## src/sv/png_scanline_unfilter_to_argb_core_assert.svh

```systemverilog
// ---------------------------------------------------------------------------
// png scanline unfilter assertion macros
// shared property forms for the unfilter datapath; every user has clk and
// arst_n in scope
// ---------------------------------------------------------------------------
`ifndef PNG_SCANLINE_UNFILTER_TO_ARGB_CORE_ASSERT_SVH
`define PNG_SCANLINE_UNFILTER_TO_ARGB_CORE_ASSERT_SVH

// consequent must hold on the same edge as the antecedent
`define PNGU_ASSERT_IMP(lbl, ante, cons, msg) \
	lbl: assert property (@(posedge clk) disable iff (!arst_n) (ante) |-> (cons)) \
		else $error(msg);

// consequent must hold on the edge after the antecedent
`define PNGU_ASSERT_NXT(lbl, ante, cons, msg) \
	lbl: assert property (@(posedge clk) disable iff (!arst_n) (ante) |=> (cons)) \
		else $error(msg);

`endif

```

## src/sv/pngu_pkg.sv

```systemverilog
// ---------------------------------------------------------------------------
// pngu_pkg
// shared codes, configuration and stage word types of the png unfilter core
// ---------------------------------------------------------------------------
package pngu_pkg;

	// input word commands
	localparam logic CMD_STREAM  = 1'b0;
	localparam logic CMD_PALETTE = 1'b1;

	// configuration port
	localparam int CFG_INDEX_W = 2;
	localparam int CFG_DATA_W  = 13;
	localparam logic [CFG_INDEX_W-1:0] REG_IMAGE_WIDTH   = 2'd0;
	localparam logic [CFG_INDEX_W-1:0] REG_PIXEL_FORMAT  = 2'd1;
	localparam logic [CFG_INDEX_W-1:0] REG_PALETTE_VALID = 2'd2;

	// colour types
	localparam logic [2:0] FMT_GRAY       = 3'd0;
	localparam logic [2:0] FMT_RGB        = 3'd2;
	localparam logic [2:0] FMT_INDEXED    = 3'd3;
	localparam logic [2:0] FMT_GRAY_ALPHA = 3'd4;
	localparam logic [2:0] FMT_RGBA       = 3'd6;

	// row filter types
	localparam logic [7:0] FILT_SUB     = 8'd1;
	localparam logic [7:0] FILT_UP      = 8'd2;
	localparam logic [7:0] FILT_AVERAGE = 8'd3;
	localparam logic [7:0] FILT_PAETH   = 8'd4;

	localparam logic [31:0] ARGB_OPAQUE = 32'hFF00_0000;

	typedef struct packed {
		logic [12:0] image_width;
		logic [2:0]  pixel_format;
		logic        palette_valid;
	} cfg_t;

	typedef enum logic {
		ITEM_ROW_START,
		ITEM_SAMPLE
	} item_kind_t;

	// stream word handed from row control to reconstruction
	typedef struct packed {
		item_kind_t kind;
		logic [7:0] filter;
		logic [7:0] sample;
		logic       upper_ok;
		logic       store_ok;
		logic       pixel_done;
		logic       row_end;
	} smp_t;

	// bytes per pixel minus one
	function automatic logic [1:0] bpp_m1(input logic [2:0] fmt);
		logic [1:0] m;
		unique case (fmt)
			FMT_RGB:        m = 2'd2;
			FMT_GRAY_ALPHA: m = 2'd1;
			FMT_RGBA:       m = 2'd3;
			default:        m = 2'd0;
		endcase
		return m;
	endfunction

endpackage

```

## src/sv/pngu_row_ctrl.sv

```systemverilog
// ---------------------------------------------------------------------------
// pngu_row_ctrl
// row bookkeeping at word acceptance: filter byte, position in the row,
// pixel phase and row end; issues the upper row address for prefetch
// ---------------------------------------------------------------------------
module pngu_row_ctrl #(
	parameter int MAX_WIDTH = 4096,
	parameter int ROW_BYTES = 16384,
	localparam int POS_W  = $clog2(MAX_WIDTH * 4),
	localparam int LEN_W  = POS_W + 1,
	localparam int ADDR_W = $clog2(ROW_BYTES)
) (
	input  logic                clk,
	input  logic                arst_n,
	input  pngu_pkg::cfg_t      cfg,
	input  logic                img_fire,
	input  logic [7:0]          image_byte,
	input  logic                image_start,
	output pngu_pkg::smp_t      smp,
	output logic [ADDR_W-1:0]   rd_addr
);

	logic              awaiting_q;
	logic              first_row_q;
	logic [7:0]        filter_q;
	logic [POS_W-1:0]  pos_q;
	logic [1:0]        mod3_q;

	logic              awaiting;
	logic              pixel_done;
	logic              last;
	logic              row_fit;
	logic [1:0]        bm1;
	logic [31:0]       width32;
	logic [LEN_W-1:0]  width_eff;
	logic [LEN_W-1:0]  row_len;
	logic [LEN_W-1:0]  pos_inc;

	// row length from the clamped width
	always_comb begin
		bm1     = pngu_pkg::bpp_m1(cfg.pixel_format);
		width32 = 32'(cfg.image_width);
		if (width32 == 32'd0) begin
			width32 = 32'd1;
		end else if (width32 > 32'(MAX_WIDTH)) begin
			width32 = 32'(MAX_WIDTH);
		end
		width_eff = LEN_W'(width32);
		unique case (bm1)
			2'd0: row_len = width_eff;
			2'd1: row_len = width_eff << 1;
			2'd2: row_len = (width_eff << 1) + width_eff;
			2'd3: row_len = width_eff << 2;
		endcase
	end

	// position, pixel phase and row end
	always_comb begin
		awaiting = awaiting_q || image_start;
		pos_inc  = LEN_W'(pos_q) + LEN_W'(1);
		last     = pos_inc >= row_len;
		row_fit  = 32'(pos_q) < 32'(ROW_BYTES);
		unique case (bm1)
			2'd0: pixel_done = 1'b1;
			2'd1: pixel_done = pos_q[0];
			2'd2: pixel_done = (mod3_q == 2'd2);
			2'd3: pixel_done = &pos_q[1:0];
		endcase
	end

	// word for the reconstruction stage
	always_comb begin
		smp = '0;
		if (awaiting) begin
			smp.kind = pngu_pkg::ITEM_ROW_START;
		end else begin
			smp.kind       = pngu_pkg::ITEM_SAMPLE;
			smp.filter     = filter_q;
			smp.sample     = image_byte;
			smp.upper_ok   = !first_row_q && row_fit;
			smp.store_ok   = row_fit;
			smp.pixel_done = pixel_done;
			smp.row_end    = last;
		end
		rd_addr = ADDR_W'(pos_q);
	end

	// row state
	always_ff @(posedge clk or negedge arst_n) begin
		if (!arst_n) begin
			awaiting_q  <= 1'b1;
			first_row_q <= 1'b1;
			filter_q    <= 8'd0;
			pos_q       <= '0;
			mod3_q      <= 2'd0;
		end else if (img_fire) begin
			if (awaiting) begin
				filter_q   <= image_byte;
				awaiting_q <= 1'b0;
				pos_q      <= '0;
				mod3_q     <= 2'd0;
				if (image_start) begin
					first_row_q <= 1'b1;
				end
			end else if (last) begin
				awaiting_q  <= 1'b1;
				first_row_q <= 1'b0;
				pos_q       <= '0;
				mod3_q      <= 2'd0;
			end else begin
				pos_q  <= pos_inc[POS_W-1:0];
				mod3_q <= (mod3_q == 2'd2) ? 2'd0 : mod3_q + 2'd1;
			end
		end
	end

endmodule

```

## config.mk

```make
export PLATFORM = sky130hd
export DESIGN_NAME = pngu_row_ctrl
export DESIGN_NICKNAME = d
export VERILOG_FILES = /design/src/sv/png_scanline_unfilter_to_argb_core_assert.svh /design/src/sv/pngu_pkg.sv /design/src/sv/pngu_row_ctrl.sv
export SDC_FILE = /design/constraint.sdc
export NUM_CORES = 1
export LEC_CHECK = 0
export ABC_AREA = 1
export BUFFER_PORTS_ARGS = -buffer_cell sky130_fd_sc_hd__buf_4
export CAP_MARGIN = 20
export CORE_ASPECT_RATIO = 0.6
export CORE_MARGIN = 10
export CORE_UTILIZATION = 45
export CTS_CLUSTER_DIAMETER = 120
export DETAILED_ROUTE_END_ITERATION = 8
export GPL_TIMING_DRIVEN = 0
export PLACE_DENSITY_LB_ADDON = 0.2
export SLEW_MARGIN = 5
export SYNTH_ARGS = -nofsm -noshare
export SYNTH_HDL_FRONTEND = slang
export SYNTH_SLANG_ARGS = --single-unit
```

## constraint.sdc

```tcl
create_clock -name clk -period 6.9 [get_ports clk]
set_input_delay 1.035 -clock clk [delete_from_list [all_inputs] [get_ports clk]]
set_output_delay 1.035 -clock clk [all_outputs]
set_load 0.05 [all_outputs]
```

; Word-level counts from Yosys, hierarchy flattened
; Cells that the tools add are included.
[word_totals]
in_bits = 29
regBits = 26
output_inout_bits = 35
[classes]
magnitude_cmp = 2
eq_ne = 8
n_mux = 17
addsub = 3
reduce_logical = 9
[op_table]
columns = operator, n
row1 = $pmux 15 s4, 1
row2 = $mux 14, 2
row3 = $mux 20, 1
row4 = $add 14x1->15 const B, 1
row5 = $add 15x15->15, 1
row6 = $ge 15x15->1, 1
row7 = $mux 15, 1
row8 = $gt 13x13->1 const B, 1
row9 = $logic_not 13->1, 1
row10 = $mux 13, 1
row11 = $eq 2x2->1 const B, 3
row12 = $eq 3x3->1 const B, 2
row13 = $mux 1, 6
row14 = $mux 2, 3
row15 = $pmux 2 s3, 1
row16 = $reduce_and 2->1, 3
row17 = $pmux 1 s4, 1
row18 = $eq 3x2->1 const B, 1
row19 = $reduce_and 3->1, 1
row20 = $add 2x1->2 const B, 1
row21 = $eq 2x1->1 const B, 1
row22 = $logic_not 2->1, 1
row23 = $ne 2x2->1 const B, 1
row24 = $reduce_bool 2->1, 1
row25 = 2 further kinds, 2

; Depth between registers and ports, before layout
; Gate-level depths: netlist (run 1).
[depth]
ltp_word = 8
mapped_depth = 31
ltp_nobuf = 29

; Least setup slack after synthesis (run 1)
; OpenSTA, ideal clock, no wires.
[synth_timing]
path_type = input port to output port
from = in cfg[13] in the netlist's numbering
to = out smp[0] in the netlist's numbering
slack_ps = 1661
stages = 28
arrival_ps = 4204
cell_sequence = inv_2 > nand2_1 > nor3_1 > nand2_1 > nand2_2 > buf_6 > inv_2 > nor2_1 > ha_1 > inv_1 > fa_1 > inv_1 > nand3_1 > nand3_1 > nand3_1 > nand4_1 > nand3_1 > nand2_1 > inv_1 > ha_1 > nand2_1 > nor2_1 > inv_1 > nor2_1 > nand2_1 > nand3_2 > nand2_1 > inv_1
[synth_lines]
columns = element, line_no
row1 = start: declaration, pngu_row_ctrl.sv:15  ; input pngu_pkg::cfg_t cfg,
row2 = end: declaration, pngu_row_ctrl.sv:19  ; output pngu_pkg::smp_t smp,

==> results.sh, run 1 <==
export IMPL_worstSkewPairLatency_ns=0.26
export IMPL_worstSetupEndpoint="smp[0]"
export IMPL_final_setup_tns_ns=0
export IMPL_fp_dieH_um=84.9
export IMPL_cpMostUsedCell="nand2_1"
export IMPL_combPwrFrac_pct=41.0
export IMPL_grt_pass1_vias=3204
export IMPL_max_slew_margin_rel_pct=61.7
export IMPL_drtAntennaViolNets=0
export IMPL_fin_area_um2=3800
export IMPL_ys_warn_count=0
export IMPL_yosys_register_bits=26
export IMPL_critPathLaunch="cfg[13]"
export IMPL_finalWirelength_um=9630
export IMPL_crit_cells=30
export IMPL_netSwitchingPower_uw=208
export IMPL_finalSetupViolations=0
export IMPL_sw_frac_of_total_pct=38.9
export IMPL_p_int_uw=326
export IMPL_startpoint_type="input port"
export IMPL_cts_inserted_buffers=3
export IMPL_syn_nets=591
export IMPL_max_freq_mhz=166
export IMPL_ys_types=34
export IMPL_skew_ns=0.00187
export IMPL_initialDrtViolationCount=336
export IMPL_antenna_found_initial=0
export IMPL_portBuffers=60
export IMPL_max_vdd_ir_drop_v=0.000138
export IMPL_status="completed"
export IMPL_p_per_area_nw_per_um2=140
export IMPL_ys_async_sr_fraction_pct=100
export IMPL_synth_top_flop_cell="dfrtp_1"
export IMPL_finalCritPeriodShare_pct=87.1
export IMPL_layout_commonest_cell="nand2_1"
export IMPL_critPathSlowestCell="fa_1"
export IMPL_final_hold_violation_count=0
export IMPL_critical_path_class="in -> out"
export IMPL_maxSlewViolCount=0
export IMPL_gp_congestion=0.917
export IMPL_worst_pin_slew_ns=0.574
export IMPL_cts_setup_buffers=0
export IMPL_reg2reg_setup_slack_ns=3.89
export IMPL_crit_required_ns=5.86
export IMPL_worst_path_buf_inv=10
export IMPL_seqPwrFrac_pct=32.6
export IMPL_root_buffer="clkbuf_16"
export IMPL_grt_ovfl_total=0
export IMPL_hold_class="reg -> reg"
export IMPL_grt_usage_pct=17.6
export IMPL_clock_sinks=26
export IMPL_p_leak_uw=0.00226
export IMPL_syn_to_final_growth_pct=20.5
export IMPL_pwr_share_clk_pct=26.4
export IMPL_synth_edff_count=0
export IMPL_end_kind="output port"
export IMPL_vias_per_cell=5.14
export IMPL_path_delay_family="simple AND/OR/NAND/NOR gates"
export IMPL_vias=3519
export IMPL_timing_rr_start="rd_addr[0]"
export IMPL_h_tree_depth=1
export IMPL_final_cell_mix="nand2_1 (175), inv_1 (90), nand3_1 (66), buf_4 (62), nor2_1 (56)"
export IMPL_dp_hpwl_um=8050
export IMPL_cpPeakStageDelay_ns=0.41
export IMPL_nets=656
export IMPL_remaining_drc_errors=0
export IMPL_drtPass1Iterations=5
export IMPL_fp_row_count=23
export IMPL_grt_pass1_wl_um=15900
export IMPL_rr_worst_depth=17
export IMPL_die_area_um2=10900
export IMPL_io_pins=64
export IMPL_ctsResizeCount=0
export IMPL_num_antenna_cells=0
export IMPL_fp_dieW_um=128
export IMPL_timing_critical_path_fanout_max=10
export IMPL_drive_gt1_share_pct=15.4
export IMPL_syn_area_per_cell_um2=5.91
export IMPL_r2r_end="rd_addr[8]"
export IMPL_place_area_um2=3710
export IMPL_drt_wirelength_per_cell_um=14.1
export IMPL_synth_area_um2=3160
export IMPL_syn_inst=534
export IMPL_drv_cap=0
export IMPL_grt_max_degree=27
export IMPL_layout_min_cycle_time_ns=6.01
export IMPL_rsz0062_at_grt="no"
export IMPL_core_area_um2=6730
export IMPL_clkTransAtPathRegs_ns=0.06
export IMPL_cts_buffer_depth=2
export IMPL_initial_utilization_pct=46.9
export IMPL_ctsHoldBuffers=0
export IMPL_yosysSeqAreaShare_pct=20.7
export IMPL_cts_tree="yes"
export IMPL_worstPathArrival_ns=4.97
## worst min-delay path by stage
stage,start,end,cells past startpoint
3_5_place_dp,first_row_q,first_row_q,2
3_3_place_gp,first_row_q,first_row_q,2
4_1_cts,first_row_q,first_row_q,2
6_report,first_row_q,first_row_q,2
5_1_grt,first_row_q,first_row_q,2
2_1_floorplan,first_row_q,first_row_q,2
## cell usage after synthesis, types with 3 or more instances
| library cell | number | area, µm² |
|---|---|---|
| inv_1 | 90 | 338 |
| clkbuf_1 | 3 | 11.3 |
| nand4_1 | 7 | 43.8 |
| o21ai_0 | 14 | 70.1 |
| ha_1 | 27 | 338 |
| a21oi_1 | 12 | 60.1 |
| dfrtp_1 | 24 | 601 |
| buf_2 | 7 | 35.0 |
| xor2_1 | 8 | 70.1 |
| nand3_1 | 66 | 330 |
| nand2_1 | 175 | 657 |
| nor2_1 | 56 | 210 |
| nor2_2 | 3 | 18.8 |
| nor3_1 | 8 | 40.0 |
| xnor2_1 | 4 | 35.0 |
| nand3_2 | 3 | 30.0 |
| nand3b_1 | 4 | 30.0 |
## stage by stage
stage | cells | total power (µW) | worst slack (ns) | util [%] | hold slack, ns
floorplan | 534 | 325 | 1.66 | - | 0.443
global placement | 681 | 389 | 1.04 | 55.2 | 0.455
detailed placement | 681 | 394 | 0.931 | 55.2 | 0.456
CTS | 685 | 537 | 0.924 | 56.5 | 0.469
global route | 685 | 573 | 0.410 | 56.5 | 0.507
finish | 685 | 534 | 0.891 | 56.5 | 0.465
## state kept, by name (all words and copies together) (netlist names)
name / flops
rd_addr: 14
filter_q: 8
mod3_q: 2
awaiting_q: 1
first_row_q: 1
## area by class of cell
type	count	area (µm²)
Buffer	14	83.8
Multi-Input combinational cell	401	2070
Clock buffer	4	88.8
Inverter	93	349
Tap cell	87	109
Sequential cell	26	653
Timing Repair Buffer	60	450
Fill cell	710	2930
## tightest hold or removal path: stages (launching register included)
cell and delay, ns:
dfstp_2 0.37, nand2_1 0.05, nand2_1 0.05
## layer usage
metal	part of all wire, %	track usage (%)	vias up
met5	0	0	-
met4	0.49	1.53	0
met3	9.6	5.53	6
met2	39	23.9	139
met1	51	26.8	1568
li1	-	-	1806
## cells by family after synthesis
logic type | synth area share (%)
flip-flops | 20.7
XOR/XNOR | 3.85
adder cells (fa/ha/maj) | 11.3
buffers and inverters | 13.7
AO/OA/AOI/OAI | 5.43
AND/OR/NAND/NOR | 45.0
## power by group through the flow
stage | clock network (µW) | logic (µW) | registers (µW)
after floorplan | 0 | 141 | 184
after global placement | 0 | 213 | 176
after detailed placement | 0 | 217 | 176
after CTS | 146 | 218 | 174
after global routing | 152 | 245 | 176
final | 141 | 219 | 174
No activity file was read; power rests on OpenSTA's default activity.
==> run 2, diff against run 1 <==
Settings changed: ABC_AREA 1 to 0.
==> run 2 against run 1 <==
Effect of this change:
- power up 7.2%
- clock skew up 0.0018 ns
- synthesized area down 10%
- largest cell class unchanged
- sequential power up 5%
- critical endpoint unchanged
- cell area down 8.8%
- worst hold slack better by 0.038 ns
- count of clock-buffer cells in the layout down 1
- critical path depth down 11
- non-clock buffer count up 1
- flip-flop and latch count unchanged
==> results.sh, run 2 <==
export IMPL_status="completed"
export IMPL_fp_dieH_um=81.5
export IMPL_rr_worst_depth=13
export IMPL_vias_per_cell=5.72
export IMPL_r2r_end="rd_addr[13]"
export IMPL_drive_gt1_share_pct=23.2
export IMPL_critPathLaunch="cfg[11]"
export IMPL_gp_congestion=0.927
export IMPL_synth_top_flop_cell="dfrtp_1"
export IMPL_h_tree_depth=1
export IMPL_cp_cell_sequence="buf_4 -> nor4_1 -> a31oi_1 -> nor2_1 -> ha_1 -> inv_1 -> fa_1 -> nor2b_4 -> o2111ai_2 -> nand3b_2 -> a31oi_1 -> xnor2_1 -> o221ai_1 -> ha_1 -> nand4_1 -> a211oi_1 -> o31ai_2 -> a31oi_1 -> buf_4"
export IMPL_cts_tree="yes"
export IMPL_ys_types=61
export IMPL_critPathSlowestCell="fa_1"
export IMPL_end_kind="output port"
export IMPL_max_vdd_ir_drop_v=0.0000951
export IMPL_synth_edff_count=0
export IMPL_yosys_register_bits=26
export IMPL_muxShareOfSynthArea_pct=6.05
export IMPL_final_setup_tns_ns=0
export IMPL_synth_top_area_share_pct=21.2
export IMPL_worstSkewPairLatency_ns=0.28
export IMPL_ys_async_sr_fraction_pct=100
export IMPL_hold_slack_ns=0.503
export IMPL_layout_commonest_cell="buf_4"
export IMPL_finalWirelength_um=8460
export IMPL_post_route_util_pct=56.8
export IMPL_worst_path_buf_inv=3
export IMPL_ctsHoldBuffers=0
export IMPL_fin_area_um2=3470
export IMPL_startpoint_type="input port"
export IMPL_grt_pass1_wl_um=13600
export IMPL_clock_sinks=26
export IMPL_cts_setup_buffers=0
export IMPL_remaining_drc_errors=0
export IMPL_pwr_share_clk_pct=22.4
export IMPL_drt_wirelength_per_cell_um=17.3
export IMPL_timing_rr_start="rd_addr[0]"
export IMPL_num_antenna_cells=0
export IMPL_cpPeakStageDelay_ns=0.43
export IMPL_synthTopCellsByCount="nor2_1 (28), ha_1 (27), nand2_1 (26)"
export IMPL_final_hold_violation_count=0
export IMPL_netSwitchingPower_uw=229
export IMPL_sw_frac_of_total_pct=40.0
export IMPL_synth_top_family_by_area="simple AND/OR/NAND/NOR gates"
export IMPL_syn_nets=397
export IMPL_drtPass1Iterations=7
export IMPL_reg2reg_setup_slack_ns=3.42
export IMPL_fillCellCount=581
export IMPL_critical_path_class="in -> out"
export IMPL_antenna_found_initial=0
export IMPL_path_delay_family="compound AO/OA/AOI/OAI gates"
export IMPL_synth_compound_area_share_pct=23.8
export IMPL_ys_warn_count=0
export IMPL_dp_hpwl_um=6940
export IMPL_core_area_um2=6110
export IMPL_io_pins=64
export IMPL_drtAntennaViolNets=0
export IMPL_finalCritPeriodShare_pct=90.2
export IMPL_yosysTopAreaCell="dfrtp_1"
export IMPL_yosysSeqAreaShare_pct=23.0
export IMPL_initialDrtViolationCount=273
export IMPL_largest_reg_flops=14
export IMPL_synthTopCellsByArea="dfrtp_1 (21%), ha_1 (12%), and2_1 (3.8%)"
export IMPL_grt_usage_pct=16.8
export IMPL_rsz0062_at_grt="no"
export IMPL_crit_required_ns=5.86
export IMPL_drv_cap=0
export IMPL_cts_inserted_buffers=3
export IMPL_ctsResizeCount=0
export IMPL_layout_min_cycle_time_ns=6.22
export IMPL_grt_max_degree=27
export IMPL_worst_pin_slew_ns=0.647
export IMPL_syn_inst=340
export IMPL_root_buffer="clkbuf_8"
export IMPL_fp_dieW_um=122
export IMPL_portBuffers=61
export IMPL_seqPwrFrac_pct=32.0
export IMPL_p_leak_uw=0.00169
export IMPL_final_cell_mix="buf_4 (62), nor2_1 (28), ha_1 (27), nand2_1 (26), dfrtp_1 (24)"
export IMPL_p_per_area_nw_per_um2=165
export IMPL_finalSetupViolations=0
export IMPL_syn_area_per_cell_um2=8.34
export IMPL_p_int_uw=344
export IMPL_power_uw=572
export IMPL_syn_to_final_growth_pct=22.4
export IMPL_initial_utilization_pct=46.4
export IMPL_combPwrFrac_pct=45.6
export IMPL_vias=2798
export IMPL_worstSetupEndpoint="smp[0]"
export IMPL_synthSimpleGateAreaFrac_pct=25.2
export IMPL_synth_area_um2=2830
export IMPL_synth_fa_ha_area_share_pct=12.6
export IMPL_clkTransAtPathRegs_ns=0.09
export IMPL_synth_xor_area_share_pct=5.56
export IMPL_cts_buffer_depth=2
export IMPL_nets=463
export IMPL_grt_pass1_vias=2585
export IMPL_fp_row_count=22
export IMPL_crit_cells=19
export IMPL_cpMostUsedCell="a31oi_1"
export IMPL_max_slew_margin_rel_pct=56.9
export IMPL_skew_ns=0.00371
export IMPL_timing_critical_path_fanout_max=4
export IMPL_grt_ovfl_total=0
export IMPL_maxSlewViolCount=0
export IMPL_max_freq_mhz=161
export IMPL_yosysMostFrequentCell="nor2_1"
export IMPL_hold_class="reg -> reg"
export IMPL_place_area_um2=3400
export IMPL_worstPathArrival_ns=5.19
export IMPL_die_area_um2=9980
==> run 2: final cells by class <==
cell class	count	area, µm²	area share (%)
Multi-Input combinational cell	288	2080	59.8
Tap cell	84	105	3.03
Inverter	12	45.0	1.30
Buffer	14	60.1	1.73
Sequential cell	26	653	18.8
Clock buffer	3	41.3	1.19
Clock inverter	1	30.0	0.866
Timing Repair Buffer	61	458	13.2
==> run 2: worst min path at each step <==
| stage | from | end | slack [ns] | depth (start not counted) |
|---|---|---|---|---|
| floorplan | mod3_q[1] | mod3_q[0] | 0.47 | 1 |
| global placement | filter_q[4] | filter_q[4] | 0.48 | 1 |
| detailed placement | filter_q[3] | filter_q[3] | 0.49 | 1 |
| CTS | filter_q[3] | filter_q[3] | 0.51 | 1 |
| global route | filter_q[0] | filter_q[0] | 0.53 | 1 |
| finish | filter_q[4] | filter_q[4] | 0.50 | 1 |
==> run 2: kinds of logic (layout without fill, tap and decap cells) <==
family	Yosys count	count (layout)
simple gates	132	132
compound gates	94	94
fa+ha+maj	28	28
flops	26	26
buf+inv	26	91
xor+xnor	18	18
mux	16	16
==> run 2: per-layer routing <==
layer	routed length [µm]	track usage, %	vias to the layer above
met5	0	0	-
met4	57	2.11	0
met3	848	3.42	9
met2	3340	24.5	116
met1	4210	25.2	1281
li1	-	-	1392
==> run 2: power groups by stage <==
| stage | Combinational (µW) | Clock (µW) | Sequential [µW] |
|---|---|---|---|
| 2_1_floorplan | 167 | 0 | 197 |
| 3_3_place_gp | 254 | 0 | 185 |
| 3_5_place_dp | 259 | 0 | 186 |
| 4_1_cts | 259 | 130 | 183 |
| 5_1_grt | 282 | 136 | 186 |
| 6_report | 261 | 128 | 183 |
==> run 2: metrics by stage <==
| step | std cells | worst slack (ns) |
|---|---|---|
| 3_5_place_dp | 485 | 0.752 |
| 5_1_grt | 489 | 0.469 |
| 2_1_floorplan | 340 | 1.15 |
| 4_1_cts | 489 | 0.735 |
| 6_report | 489 | 0.676 |
| 3_3_place_gp | 485 | 0.793 |
==> run 3, diff against run 2 <==
Settings changed: CTS_CLUSTER_DIAMETER 120 to default.
Clock period 6.9 ns to 6.1 ns, I/O delays scaled along.
==> run 3 against run 2 <==
Effect of this change:
- wire length decreased by 0.21%
- combinational power increased by 13%
- via count shrank 0.29%
- worst hold slack gained 0.00083 ns
- cell count is the same
- clock power up 13%
- die area unchanged
- largest power group unchanged
==> results.sh, run 3 (synthesis gave the netlist of run 2 again) <==
export IMPL_status="completed"
export IMPL_netSwitchingPower_uw=259
export IMPL_hold_class="reg -> reg"
export IMPL_drive_gt1_share_pct=23.5
export IMPL_syn_to_final_growth_pct=22.6
export IMPL_worstSkewPairLatency_ns=0.28
export IMPL_vias=2790
export IMPL_p_int_uw=389
export IMPL_finalWirelength_um=8440
export IMPL_sw_frac_of_total_pct=40.0
export IMPL_skew_ns=0.00719
export IMPL_dp_hpwl_um=6940
export IMPL_grt_pass1_wl_um=13600
export IMPL_largest_reg_flops=14
export IMPL_vias_per_cell=5.71
export IMPL_seqPwrFrac_pct=31.9
export IMPL_finalCritPeriodShare_pct=96.7
export IMPL_gp_congestion=0.927
export IMPL_drt_wirelength_per_cell_um=17.3
export IMPL_io_pins=64
export IMPL_root_buffer="clkbuf_8"
export IMPL_grt_usage_pct=16.8
export IMPL_drv_cap=0
export IMPL_max_slew_margin_rel_pct=57.7
export IMPL_met2_usage_pct=24.5
export IMPL_fp_row_count=22
export IMPL_startpoint_type="input port"
export IMPL_timing_critical_path_fanout_max=4
export IMPL_final_cell_mix="buf_4 (62), nor2_1 (28), ha_1 (27), nand2_1 (26), dfrtp_1 (24)"
export IMPL_die_area_um2=9980
export IMPL_p_leak_uw=0.00169
export IMPL_layout_commonest_cell="buf_4"
export IMPL_critPathSlowestCell="fa_1"
export IMPL_cts_buffer_depth=2
export IMPL_max_vdd_ir_drop_v=0.000108
export IMPL_ctsHoldBuffers=0
export IMPL_cts_inserted_buffers=3
export IMPL_worstPathArrival_ns=4.98
export IMPL_final_hold_violation_count=0
export IMPL_max_freq_mhz=170
export IMPL_p_per_area_nw_per_um2=187
export IMPL_fp_dieH_um=81.5
export IMPL_drtAntennaViolNets=0
export IMPL_num_antenna_cells=0
export IMPL_clkTransAtPathRegs_ns=0.10
export IMPL_end_kind="output port"
export IMPL_combPwrFrac_pct=45.7
export IMPL_grt_pass1_vias=2585
export IMPL_initialDrtViolationCount=263
export IMPL_finalSetupViolations=0
export IMPL_h_tree_depth=1
export IMPL_initial_utilization_pct=46.4
export IMPL_cp_cell_sequence="buf_4 -> nor4_1 -> a31oi_1 -> nor2_1 -> ha_1 -> inv_1 -> fa_1 -> nor2b_4 -> o2111ai_2 -> nand3b_2 -> a31oi_1 -> xnor2_1 -> o221ai_1 -> ha_1 -> nand4_1 -> a211oi_2 -> o31ai_2 -> a31oi_1 -> buf_4"
export IMPL_cts_tree="yes"
export IMPL_layout_min_cycle_time_ns=5.90
export IMPL_final_setup_tns_ns=0
export IMPL_grt_max_degree=27
export IMPL_nets=463
export IMPL_rsz0062_at_grt="no"
export IMPL_clock_sinks=26
export IMPL_remaining_drc_errors=0
export IMPL_core_area_um2=6110
export IMPL_drtPass1Iterations=5
export IMPL_pwr_share_clk_pct=22.4
export IMPL_worst_pin_slew_ns=0.634
export IMPL_cpMostUsedCell="a31oi_1"
export IMPL_post_route_util_pct=56.8
export IMPL_cpPeakStageDelay_ns=0.43
export IMPL_critical_path_class="in -> out"
export IMPL_portBuffers=61
export IMPL_grt_busiest_layer="met1"
export IMPL_maxSlewViolCount=0
export IMPL_antenna_found_initial=0
export IMPL_fp_dieW_um=122
export IMPL_met1_usage_pct=25.2
export IMPL_hold_slack_ns=0.504
export IMPL_use_met3_pct=3.42
export IMPL_grt_ovfl_total=0
export IMPL_crit_required_ns=5.18
-- run 3: cell counts in the layout (fill, tap and decap cells not counted) --
No cell type changed its count.
-- run 3: layer usage --
| metal | share of wire [%] | vias up | wire [µm] |
|---|---|---|---|
| li1 | - | 1388 | - |
| met4 | 0.54 | 0 | 46 |
| met5 | 0 | - | 0 |
| met3 | 9.0 | 5 | 762 |
| met1 | 50 | 1298 | 4220 |
| met2 | 40 | 99 | 3420 |
-- run 3: final cells by class --
type                            count  area, µm²
Clock inverter                      1       30.0
Tap cell                           84        105
Multi-Input combinational cell    288       2080
Clock buffer                        3       41.3
Sequential cell                    26        653
Timing Repair Buffer               61        458
Inverter                           12       45.0
Buffer                             14       60.1
Fill cell                         581       2640
-- run 3: critical path: cells and delay by family --
| family | cells | cell delay [ns] |
|---|---|---|
| buffers and inverters | 3 | 0.44 |
| AO/OA/AOI/OAI | 7 | 1.23 |
| AND/OR/NAND/NOR | 5 | 1.21 |
| adder cells (fa/ha/maj) | 3 | 0.99 |
| XOR/XNOR | 1 | 0.18 |
-- run 3: worst paths after layout --
kind | start | end | slack (ns) | depth (start not counted)
setup reg to reg | rd_addr[0] | rd_addr[2] | 2.71 | 13
max in group asynchronous | arst_n | awaiting_q | 5.27 | 1
hold reg to reg | filter_q[4] | filter_q[4] | 0.50 | 1
hold / removal | filter_q[4] | filter_q[4] | 0.50 | 1
setup / recovery | cfg[11] | smp[0] | 0.20 | 19
min in group asynchronous | arst_n | rd_addr[11] | 0.53 | 1
-- run 3: what timing repair did --
action                     CTS  global route
gates resized for setup      0             1
buffers inserted             0             0
setup endpoints to repair    0             1
hold endpoints to repair     0             0
-- run 3: power groups by stage --
| stage | clock network (µW) | registers, µW | logic, µW |
|---|---|---|---|
| floorplan | 0 | 222 | 189 |
| global placement | 0 | 209 | 288 |
| detailed placement | 0 | 210 | 292 |
| CTS | 147 | 207 | 294 |
| global route | 154 | 211 | 320 |
| finish | 145 | 207 | 296 |
-- run 3: metrics by stage --
stage               area (µm²)  setup WS (ns)  std cells  total power [µW]
floorplan                 2830          0.590        340               412
detailed placement        3400          0.192        485               503
global placement          3400          0.233        485               497
finish                    3470          0.204        489               648
global route              3470         0.0273        489               685
CTS                       3470          0.175        489               648
